[src/hdl/dhdf_pkg.sv]
package dhdf_pkg;

   // Field widths of the request and response payloads.
   localparam int LEN_W      = 10;
   localparam int BYTE_W     = 8;
   localparam int VERSION_W  = 4;
   localparam int ID_W       = 16;
   localparam int IP_W       = 32;
   localparam int PORT_W     = 16;
   localparam int KEY_W      = ID_W + IP_W + PORT_W;
   localparam int VERDICT_W  = 3;
   localparam int SLOT_W     = 6;

   // Packed stream widths, padded to whole bytes.
   localparam int REQ_FIELDS_W = LEN_W + 4 * BYTE_W + KEY_W;
   localparam int REQ_TDATA_W  = ((REQ_FIELDS_W + 7) / 8) * 8;
   localparam int RSP_FIELDS_W = VERDICT_W + SLOT_W;
   localparam int RSP_TDATA_W  = ((RSP_FIELDS_W + 7) / 8) * 8;

   // Default depth of the recent-request table.
   localparam int DEF_TABLE_DEPTH = 64;

   // Verdict codes.
   localparam logic [VERDICT_W-1:0] VERDICT_ACCEPT    = 3'd0;
   localparam logic [VERDICT_W-1:0] VERDICT_SHORT     = 3'd1;
   localparam logic [VERDICT_W-1:0] VERDICT_BAD_MAGIC = 3'd2;
   localparam logic [VERDICT_W-1:0] VERDICT_BAD_VER   = 3'd3;
   localparam logic [VERDICT_W-1:0] VERDICT_DUPLICATE = 3'd4;

   // Control register map.
   localparam int CSR_IDX_W  = 3;
   localparam int CSR_DATA_W = 10;
   localparam logic [CSR_IDX_W-1:0] CSR_MAGIC_FIRST  = 3'd0;
   localparam logic [CSR_IDX_W-1:0] CSR_MAGIC_SECOND = 3'd1;
   localparam logic [CSR_IDX_W-1:0] CSR_MAGIC_THIRD  = 3'd2;
   localparam logic [CSR_IDX_W-1:0] CSR_PROTO_VER    = 3'd3;
   localparam logic [CSR_IDX_W-1:0] CSR_MIN_LEN      = 3'd4;

   // Reset values of the control registers.
   localparam logic [BYTE_W-1:0]    RST_MAGIC       = 8'd0;
   localparam logic [VERSION_W-1:0] RST_PROTO_VER   = 4'd1;
   localparam logic [LEN_W-1:0]     RST_MIN_LEN     = 10'd8;

   // Header check settings as one bundle.
   typedef struct packed {
      logic [BYTE_W-1:0]    magic_first;
      logic [BYTE_W-1:0]    magic_second;
      logic [BYTE_W-1:0]    magic_third;
      logic [VERSION_W-1:0] protocol_version;
      logic [LEN_W-1:0]     min_header_len;
   } cfg_type;

endpackage

[src/hdl/datagram_header_and_duplicate_filter_core.sv]
// Checks one datagram header per request and returns one verdict: too short,
// bad magic, bad version, duplicate or accept, in that priority. The header
// tests finish in the cycle the request is taken. A header that passes them is
// then compared against the filled entries of the recent-request table, one
// entry per cycle, through a single 64-bit comparator fed by the table's
// registered read port. The block is not ready while it searches. A header
// that fails a test goes straight to the hold state; a duplicate goes there
// from the search, and a new triple passes the write state first. The hold
// state loads the response into the output register once that register is
// free, and the next request can then be taken.
// The search stops at the lowest matching slot. An accepted triple is stored
// at the ring write pointer. The block takes a new request while the previous
// response still waits in the output register. Table contents need no clear
// after reset: only entries below the fill count are ever searched.
module datagram_header_and_duplicate_filter_core #(
   parameter int TABLE_DEPTH = dhdf_pkg::DEF_TABLE_DEPTH
) (
   input  logic                                  clock,
   input  logic                                  reset,
   // Fields from bit 0 up: datagram_len, rx_magic_a, rx_magic_b, rx_magic_c,
   // version_flag_byte, request_id, source_ip, source_port, zero pad.
   input  logic [dhdf_pkg::REQ_TDATA_W-1:0]      req_tdata,
   input  logic                                  req_tvalid,
   output logic                                  req_tready,
   // Fields from bit 0 up: verdict, table_slot, zero pad.
   output logic [dhdf_pkg::RSP_TDATA_W-1:0]      rsp_tdata,
   output logic                                  rsp_tvalid,
   input  logic                                  rsp_tready,
   input  logic                                  csr_wr_en,
   input  logic [dhdf_pkg::CSR_IDX_W-1:0]        csr_index,
   input  logic [dhdf_pkg::CSR_DATA_W-1:0]       csr_wdata
);
   import dhdf_pkg::*;

   localparam int PTR_W = $clog2(TABLE_DEPTH);
   localparam int CNT_W = $clog2(TABLE_DEPTH + 1);
   localparam logic [CNT_W-1:0] FULL_CNT = CNT_W'(TABLE_DEPTH);
   localparam logic [PTR_W-1:0] LAST_PTR = PTR_W'(TABLE_DEPTH - 1);

   typedef enum logic [3:0] {
      S_IDLE   = 4'b0001,
      S_SEARCH = 4'b0010,
      S_WRITE  = 4'b0100,
      S_HOLD   = 4'b1000
   } state_type;

   // Request field unpacking.
   logic [LEN_W-1:0]  req_len;
   logic [BYTE_W-1:0] req_magic_a;
   logic [BYTE_W-1:0] req_magic_b;
   logic [BYTE_W-1:0] req_magic_c;
   logic [BYTE_W-1:0] req_vf;
   logic [KEY_W-1:0]  req_key;

   assign req_len     = req_tdata[LEN_W-1:0];
   assign req_magic_a = req_tdata[LEN_W +: BYTE_W];
   assign req_magic_b = req_tdata[LEN_W + BYTE_W +: BYTE_W];
   assign req_magic_c = req_tdata[LEN_W + 2*BYTE_W +: BYTE_W];
   assign req_vf      = req_tdata[LEN_W + 3*BYTE_W +: BYTE_W];
   // Key layout: request_id on top, then source_ip, then source_port.
   assign req_key     = {req_tdata[LEN_W + 4*BYTE_W +: ID_W],
                         req_tdata[LEN_W + 4*BYTE_W + ID_W +: IP_W],
                         req_tdata[LEN_W + 4*BYTE_W + ID_W + IP_W +: PORT_W]};

   // Control registers.
   cfg_type cfg_ff, cfg_in;

   always_comb begin
      cfg_in = cfg_ff;
      if (csr_wr_en) begin
         case (csr_index)
            CSR_MAGIC_FIRST:  cfg_in.magic_first      = csr_wdata[BYTE_W-1:0];
            CSR_MAGIC_SECOND: cfg_in.magic_second     = csr_wdata[BYTE_W-1:0];
            CSR_MAGIC_THIRD:  cfg_in.magic_third      = csr_wdata[BYTE_W-1:0];
            CSR_PROTO_VER:    cfg_in.protocol_version = csr_wdata[VERSION_W-1:0];
            CSR_MIN_LEN:      cfg_in.min_header_len   = csr_wdata[LEN_W-1:0];
            default:          cfg_in = cfg_ff;
         endcase
      end
   end

   always_ff @(posedge clock) begin
      if (reset) begin
         cfg_ff.magic_first      <= RST_MAGIC;
         cfg_ff.magic_second     <= RST_MAGIC;
         cfg_ff.magic_third      <= RST_MAGIC;
         cfg_ff.protocol_version <= RST_PROTO_VER;
         cfg_ff.min_header_len   <= RST_MIN_LEN;
      end else begin
         cfg_ff <= cfg_in;
      end
   end

   // Header tests on the incoming request.
   logic [VERDICT_W-1:0] chk_verdict;

   dhdf_hdr_check u_hdr_check (
      .cfg               (cfg_ff),
      .datagram_len      (req_len),
      .rx_magic_a        (req_magic_a),
      .rx_magic_b        (req_magic_b),
      .rx_magic_c        (req_magic_c),
      .version_flag_byte (req_vf),
      .verdict           (chk_verdict)
   );

   // Sequencer and table state.
   state_type            state_ff, state_in;
   logic [KEY_W-1:0]     key_ff, key_in;
   logic [VERDICT_W-1:0] verdict_ff, verdict_in;
   logic [PTR_W-1:0]     slot_ff, slot_in;
   logic [CNT_W-1:0]     filled_ff, filled_in;
   logic [PTR_W-1:0]     wp_ff, wp_in;
   logic [CNT_W-1:0]     issue_cnt_ff, issue_cnt_in;
   logic                 rd_valid_ff, rd_valid_in;
   logic [PTR_W-1:0]     rd_idx_ff, rd_idx_in;
   logic                 rsp_valid_ff, rsp_valid_in;
   logic [VERDICT_W-1:0] rsp_verdict_ff, rsp_verdict_in;
   logic [PTR_W-1:0]     rsp_slot_ff, rsp_slot_in;

   logic             req_fire;
   logic             match_now;
   logic             issue_en;
   logic             wr_en;
   logic             out_free;
   logic [KEY_W-1:0] rd_data;

   assign req_tready = state_ff == S_IDLE;
   assign req_fire   = req_tvalid && req_tready;
   assign out_free   = !rsp_valid_ff || rsp_tready;

   // The shared comparator: one stored entry per cycle against the key.
   assign match_now = rd_valid_ff && (rd_data == key_ff);
   assign issue_en  = (state_ff == S_SEARCH) && (issue_cnt_ff != filled_ff) && !match_now;
   assign wr_en     = state_ff == S_WRITE;

   dhdf_ring_table #(
      .TABLE_DEPTH (TABLE_DEPTH)
   ) u_ring_table (
      .clock   (clock),
      .wr_en   (wr_en),
      .wr_addr (wp_ff),
      .wr_data (key_ff),
      .rd_en   (issue_en),
      .rd_addr (issue_cnt_ff[PTR_W-1:0]),
      .rd_data (rd_data)
   );

   // Next-state logic of the sequencer.
   always_comb begin
      state_in     = state_ff;
      key_in       = key_ff;
      verdict_in   = verdict_ff;
      slot_in      = slot_ff;
      filled_in    = filled_ff;
      wp_in        = wp_ff;
      issue_cnt_in = issue_en ? issue_cnt_ff + CNT_W'(1) : issue_cnt_ff;
      rd_valid_in  = issue_en;
      rd_idx_in    = issue_en ? issue_cnt_ff[PTR_W-1:0] : rd_idx_ff;
      rsp_valid_in   = rsp_tready ? 1'b0 : rsp_valid_ff;
      rsp_verdict_in = rsp_verdict_ff;
      rsp_slot_in    = rsp_slot_ff;

      case (state_ff)
         S_IDLE: begin
            if (req_fire) begin
               key_in       = req_key;
               verdict_in   = chk_verdict;
               slot_in      = '0;
               issue_cnt_in = '0;
               state_in     = (chk_verdict == VERDICT_ACCEPT) ? S_SEARCH : S_HOLD;
            end
         end
         S_SEARCH: begin
            if (match_now) begin
               verdict_in = VERDICT_DUPLICATE;
               slot_in    = rd_idx_ff;
               state_in   = S_HOLD;
            end else if ((issue_cnt_ff == filled_ff) && !rd_valid_ff) begin
               state_in = S_WRITE;
            end
         end
         S_WRITE: begin
            // Store the new triple and advance the ring.
            verdict_in = VERDICT_ACCEPT;
            slot_in    = wp_ff;
            wp_in      = (wp_ff == LAST_PTR) ? '0 : wp_ff + PTR_W'(1);
            filled_in  = (filled_ff == FULL_CNT) ? filled_ff : filled_ff + CNT_W'(1);
            state_in   = S_HOLD;
         end
         S_HOLD: begin
            if (out_free) begin
               rsp_valid_in   = 1'b1;
               rsp_verdict_in = verdict_ff;
               rsp_slot_in    = slot_ff;
               state_in       = S_IDLE;
            end
         end
         default: begin
            state_in = S_IDLE;
         end
      endcase
   end

   // Control state with reset.
   always_ff @(posedge clock) begin
      if (reset) begin
         state_ff     <= S_IDLE;
         filled_ff    <= '0;
         wp_ff        <= '0;
         issue_cnt_ff <= '0;
         rd_valid_ff  <= 1'b0;
         rsp_valid_ff <= 1'b0;
      end else begin
         state_ff     <= state_in;
         filled_ff    <= filled_in;
         wp_ff        <= wp_in;
         issue_cnt_ff <= issue_cnt_in;
         rd_valid_ff  <= rd_valid_in;
         rsp_valid_ff <= rsp_valid_in;
      end
   end

   // Payload registers.
   always_ff @(posedge clock) begin
      key_ff         <= key_in;
      verdict_ff     <= verdict_in;
      slot_ff        <= slot_in;
      rd_idx_ff      <= rd_idx_in;
      rsp_verdict_ff <= rsp_verdict_in;
      rsp_slot_ff    <= rsp_slot_in;
   end

   // Response packing; the slot is reported in its low six bits.
   logic [PTR_W+SLOT_W-1:0] slot_ext;

   assign slot_ext   = {{SLOT_W{1'b0}}, rsp_slot_ff};
   assign rsp_tvalid = rsp_valid_ff;
   assign rsp_tdata  = {{(RSP_TDATA_W - RSP_FIELDS_W){1'b0}},
                        slot_ext[SLOT_W-1:0], rsp_verdict_ff};

   // The fill count never passes the table depth.
   a_filled_bound: assert property (@(posedge clock) disable iff (reset)
      filled_ff <= FULL_CNT)
      else $error("fill count exceeds table depth");

   // Until the table is full, the ring pointer tracks the fill count.
   a_wp_tracks_fill: assert property (@(posedge clock) disable iff (reset)
      (filled_ff != FULL_CNT) |-> (wp_ff == filled_ff[PTR_W-1:0]))
      else $error("write pointer out of step with fill count");

   // Read data is only pending while searching.
   a_rd_in_search: assert property (@(posedge clock) disable iff (reset)
      rd_valid_ff |-> (state_ff == S_SEARCH))
      else $error("table read outside of search");

   // A table write grows the fill count unless it is already full.
   a_write_fills: assert property (@(posedge clock) disable iff (reset)
      (state_ff == S_WRITE) |=>
         ((filled_ff == $past(filled_ff) + CNT_W'(1)) || (filled_ff == FULL_CNT)))
      else $error("table write did not update fill count");

   // The search never reads beyond the filled entries.
   a_issue_bound: assert property (@(posedge clock) disable iff (reset)
      (state_ff == S_SEARCH) |-> (issue_cnt_ff <= filled_ff))
      else $error("search ran past filled entries");

endmodule

[src/hdl/dhdf_hdr_check.sv]
module dhdf_hdr_check (
   input  dhdf_pkg::cfg_type                  cfg,
   input  logic [dhdf_pkg::LEN_W-1:0]         datagram_len,
   input  logic [dhdf_pkg::BYTE_W-1:0]        rx_magic_a,
   input  logic [dhdf_pkg::BYTE_W-1:0]        rx_magic_b,
   input  logic [dhdf_pkg::BYTE_W-1:0]        rx_magic_c,
   input  logic [dhdf_pkg::BYTE_W-1:0]        version_flag_byte,
   output logic [dhdf_pkg::VERDICT_W-1:0]     verdict
);
   import dhdf_pkg::*;

   logic len_short;
   logic magic_bad;
   logic version_bad;

   // Individual header tests.
   assign len_short   = datagram_len < cfg.min_header_len;
   assign magic_bad   = (rx_magic_a != cfg.magic_first) ||
                        (rx_magic_b != cfg.magic_second) ||
                        (rx_magic_c != cfg.magic_third);
   assign version_bad = version_flag_byte[BYTE_W-1 -: VERSION_W] != cfg.protocol_version;

   // Priority: length first, then magic, then version.
   always_comb begin
      if (len_short) begin
         verdict = VERDICT_SHORT;
      end else if (magic_bad) begin
         verdict = VERDICT_BAD_MAGIC;
      end else if (version_bad) begin
         verdict = VERDICT_BAD_VER;
      end else begin
         verdict = VERDICT_ACCEPT;
      end
   end

endmodule

[src/hdl/dhdf_ring_table.sv]
module dhdf_ring_table #(
   parameter int TABLE_DEPTH = dhdf_pkg::DEF_TABLE_DEPTH
) (
   input  logic                               clock,
   input  logic                               wr_en,
   input  logic [$clog2(TABLE_DEPTH)-1:0]     wr_addr,
   input  logic [dhdf_pkg::KEY_W-1:0]         wr_data,
   input  logic                               rd_en,
   input  logic [$clog2(TABLE_DEPTH)-1:0]     rd_addr,
   output logic [dhdf_pkg::KEY_W-1:0]         rd_data
);
   import dhdf_pkg::*;

   logic [KEY_W-1:0] entry_mem [TABLE_DEPTH];
   logic [KEY_W-1:0] rd_data_ff;

   // One write port and one registered read port.
   always_ff @(posedge clock) begin
      if (wr_en) begin
         entry_mem[wr_addr] <= wr_data;
      end
      if (rd_en) begin
         rd_data_ff <= entry_mem[rd_addr];
      end
   end

   assign rd_data = rd_data_ff;

endmodule

[config.mk]
export PLATFORM = sky130hd
export DESIGN_NAME = datagram_header_and_duplicate_filter_core
export DESIGN_NICKNAME = d
export VERILOG_FILES = /design/src/hdl/dhdf_pkg.sv /design/src/hdl/datagram_header_and_duplicate_filter_core.sv /design/src/hdl/dhdf_hdr_check.sv /design/src/hdl/dhdf_ring_table.sv
export SDC_FILE = /design/constraint.sdc
export NUM_CORES = 2
export LEC_CHECK = 0
export BUFFER_PORTS_ARGS = -buffer_cell sky130_fd_sc_hd__buf_4
export CAP_MARGIN = 20
export CELL_PAD_IN_SITES_DETAIL_PLACEMENT = 1
export CELL_PAD_IN_SITES_GLOBAL_PLACEMENT = 2
export CORE_UTILIZATION = 40
export DETAILED_ROUTE_END_ITERATION = 12
export PLACE_DENSITY_LB_ADDON = 0.15
export SLEW_MARGIN = 10
export SYNTH_ARGS = -nofsm -noshare
export SYNTH_HDL_FRONTEND = slang
export SYNTH_SLANG_ARGS = --single-unit
[constraint.sdc]
create_clock -name clock -period 6 [get_ports clock]
set_input_delay 0.3 -clock clock [delete_from_list [all_inputs] [get_ports clock]]
set_output_delay 0.3 -clock clock [all_outputs]
set_load 0.03 [all_outputs]
==> reports/qor.yml <==
status: "finished clean"
totalNegativeSetupSlack_ns: 0
yosysUniqueCellTypes: 53
yosysWarnings: 0
hp-class: "input port to flip-flop"
synthMuxAreaShare_pct: 18.5
ant_nets: 0
p_leak_nw: 56.9
place_ws_ns: 1.15
antenna_found_initial: 28
synth_adder_area_share_pct: 0.0994
drt_first_pass_iters: 7
synth_seq_area_share_pct: 78.8
cp_max_fo: 33
fin_nets: 7386
cts_root_buffer: "clkbuf_16"
htreeDepth: 5
route.met3.wl_um: 28300
cts_tree: "built"
areaGrowthSynthToFinish_pct: 16.5
ys_ff_latch: 4312
design.core.area_um2: 407000
min_to: "verdict_ff[0]"
synth_edf_count: 4248
grt_max_degree: 91
syn_inst: 6513
drive_gt1_share_pct: 33.5
routed_wirelength_um: 498000
dp_hpwl_um: 258000
ir_drop_v: 0.000320
postCtsHoldBufs: 133
p_switching_mw: 12.9
wl_per_cell_um: 38.1
ys.flop_type: "edfxtp_1"
final-setup-viol-count: 0
start_util_pct: 40.2
pwr-share-comb_pct: 1.8
synthArstFlopShare_pct: 0
synth_top_family_by_area: "multiplexers"
post_cts.repair.setup_buffers: 0
internal_power_mw: 49.8
period_needed_ns: 4.96
endpoint_kind: "flip-flop"
netlist_area_um2: 164000
rows: 234
clock_path_buffers: 4
cellPowerDensity_nw_per_um2: 329
rrSetupSlack_ns: 1.04
yosys.area_share.simple_pct: 0.851
arrival_ns: 5.64
ctsResizeCount: 0
whs_path_depth: 6
rsz0062_at_grt: "false"
clkTransAtPathRegs_ns: 0.06
worst_pin_slew_ns: 1.16
fp.dieArea_um2: 412000
clkLatencyLatePin_ns: 1.01
gp_congestion: 0.746
crit_type: "flip-flop to flip-flop"
wl_met2_um: 248000
cp-start-kind: "flip-flop"
io_pins: 148
hold_start: "req_tdata[18]"
portBuffers: 130
drc: 0
cap_violations: 0
clock_sinks: 4312
synth_compound_area_share_pct: 0.337
highest_layer: "met5"
num_vias: 77400
wl_met1_um: 209000
gr-total-overflow: 0
slew_headroom_pct: 22.4
die_h_um: 642
setup_slack_ns: 1.04
fmax_mhz: 202
avgViaCountPerCell: 5.92
maxSlewViolCount: 0
grt_pass1_wl_um: 677000
avgSynthCellArea_um2: 25.1
worst-r2r-cell-count: 9
p_clk_share_pct: 44.8
drt_iter0_markers: 8650
fin_worst_skew_ns: 0.0558
hold_viol_final: 0
die_w_um: 642
p_sw_share_pct: 20.6
rr_startpoint: "key_ff[45]"
cp_data_required_time_ns: 6.68
seqPwrFrac_pct: 53.4
fillCellCount: 35500
synth_xor_area_share_pct: 0.482
period_share_pct: 82.7
cts_buffers: 458
r2r_end: "u_ring_table.rd_data[27]"
grt_pass1_vias: 80300
track_usage_pct: 24.1
[synth_stat cells, drive strengths merged (8+ instances only)]
cell	number	area, um^2
inv	31	116
nor3	8	40.0
nand2	91	342
ha	13	163
nand2b	11	68.8
edfxtp	4248	128000
nand4	24	150
mux4	1344	30300
clkbuf	197	739
a21oi	47	235
xnor2	67	587
xor2	23	201
dfxtp	64	1280
nor2	97	364
buf	137	667
nor2b	8	57.6
nand3	11	55.1
[metrics by stage]
step	utilization, %	hold WS (ns)	area [um^2]	instances	total power [mW]
floorplan	-	0.399	164000	6519	34.6
global route	46.9	0.0411	191000	13100	64.3
finish	46.9	0.0615	191000	13100	62.7
global placement	42.9	0.413	174000	12100	35.1
detailed placement	42.9	0.408	174000	12100	35.2
CTS	46.9	0.00146	191000	13100	63.3
[cell families after synthesis]
logic type / Yosys count
xor+xnor: 90
buf+inv: 365
flops: 4312
other cells: 1
fa+ha+maj: 13
simple gates: 294
mux: 1350
compound gates: 88
[cells in the final DEF (no fill, tap or decap), types with 7 or more instances in the layout]
cell / netlist / layout
nand4_1: 24 / 24
nor2_4: 0 / 65
ha_1: 13 / 13
xnor2_1: 67 / 67
nor2_1: 97 / 32
clkinvlp_4: 0 / 19
inv_1: 31 / 31
clkinv_2: 0 / 105
conb_1: 1 / 7
o21ai_0: 7 / 7
buf_12: 0 / 111
dfxtp_1: 64 / 58
bufinv_16: 0 / 47
dlygate4sd3_1: 0 / 133
a21oi_1: 47 / 47
buf_4: 8 / 350
clkinv_8: 0 / 7
mux4_2: 1344 / 1344
clkbuf_16: 0 / 461
clkinv_1: 0 / 108
edfxtp_1: 4248 / 4248
nand3_1: 11 / 11
clkbuf_1: 197 / 83
nand2b_1: 11 / 11
xor2_1: 23 / 23
inv_6: 0 / 11
nand2_1: 91 / 91
nor2b_1: 7 / 7
or3_1: 7 / 7
nor3_1: 8 / 8
[flip-flops by register name, indices dropped and copies added (netlist names)]
| name | count |
|---|---|
| rd_valid_ff | 1 |
| u_ring_table.entry_mem | 4096 |
| key_ff | 64 |
| cfg_ff | 38 |
| rd_idx_ff | 6 |
| filled_ff | 7 |
| u_ring_table.rd_data | 64 |
| rsp_slot_ff | 6 |
| rsp_verdict_ff | 3 |
| slot_ff | 6 |
| verdict_ff | 3 |
| wp_ff | 6 |
| rsp_tvalid | 1 |
| state_ff | 4 |
| issue_cnt_ff | 7 |
[worst max-delay path, cell delays in order, from the launching register on]
cell,delay (ns)
edfxtp_1,0.39
xnor2_1,0.89
buf_4,0.25
nand4_1,0.33
nor3_1,0.81
nand4_1,0.30
nor4_2,0.78
buf_4,0.32
nor2_4,0.18
buf_12,0.30
[how the worst max path moves through the flow]
stage / slack, ns / startpoint / end / depth (start not counted)
6_report: 1.04 / key_ff[45] / u_ring_table.rd_data[27] / 9
5_1_grt: 1.08 / key_ff[45] / u_ring_table.rd_data[27] / 9
4_1_cts: 1.13 / key_ff[45] / u_ring_table.rd_data[45] / 9
3_5_place_dp: 1.15 / key_ff[45] / u_ring_table.rd_data[24] / 9
3_3_place_gp: 1.01 / key_ff[45] / u_ring_table.rd_data[26] / 9
2_1_floorplan: 0.71 / key_ff[33] / rd_idx_ff[0] / 7
[layout make-up]
class	count	area (um^2)	share of cell area [%]
Sequential cell	4312	129000	67.6
Clock buffer	548	11900	6.24
Clock inverter	307	2900	1.52
Antenna cell	5	12.5	0.00656
Tap cell	5428	6790	3.56
Timing Repair Buffer	598	6280	3.29
Inverter	31	116	0.0610
Multi-Input combinational cell	1842	33800	17.7
[routing by layer]
| layer | up-vias | global-route usage (%) |
|---|---|---|
| li1 | 29800 | - |
| met1 | 44100 | 33.7 |
| met2 | 2755 | 40.4 |
| met3 | 669 | 3.02 |
| met4 | 4 | 5.94 |
| met5 | - | 0 |
[power by group through the flow]
stage	logic, mW	registers (mW)	clock network (mW)
finish	1.13	33.5	28.1
global route	1.23	33.5	29.6
CTS	1.15	33.5	28.6
detailed placement	1.09	34.1	0
global placement	1.01	34.1	0
floorplan	0.136	34.5	0
Note: power is estimated with default switching activity, not from simulation.
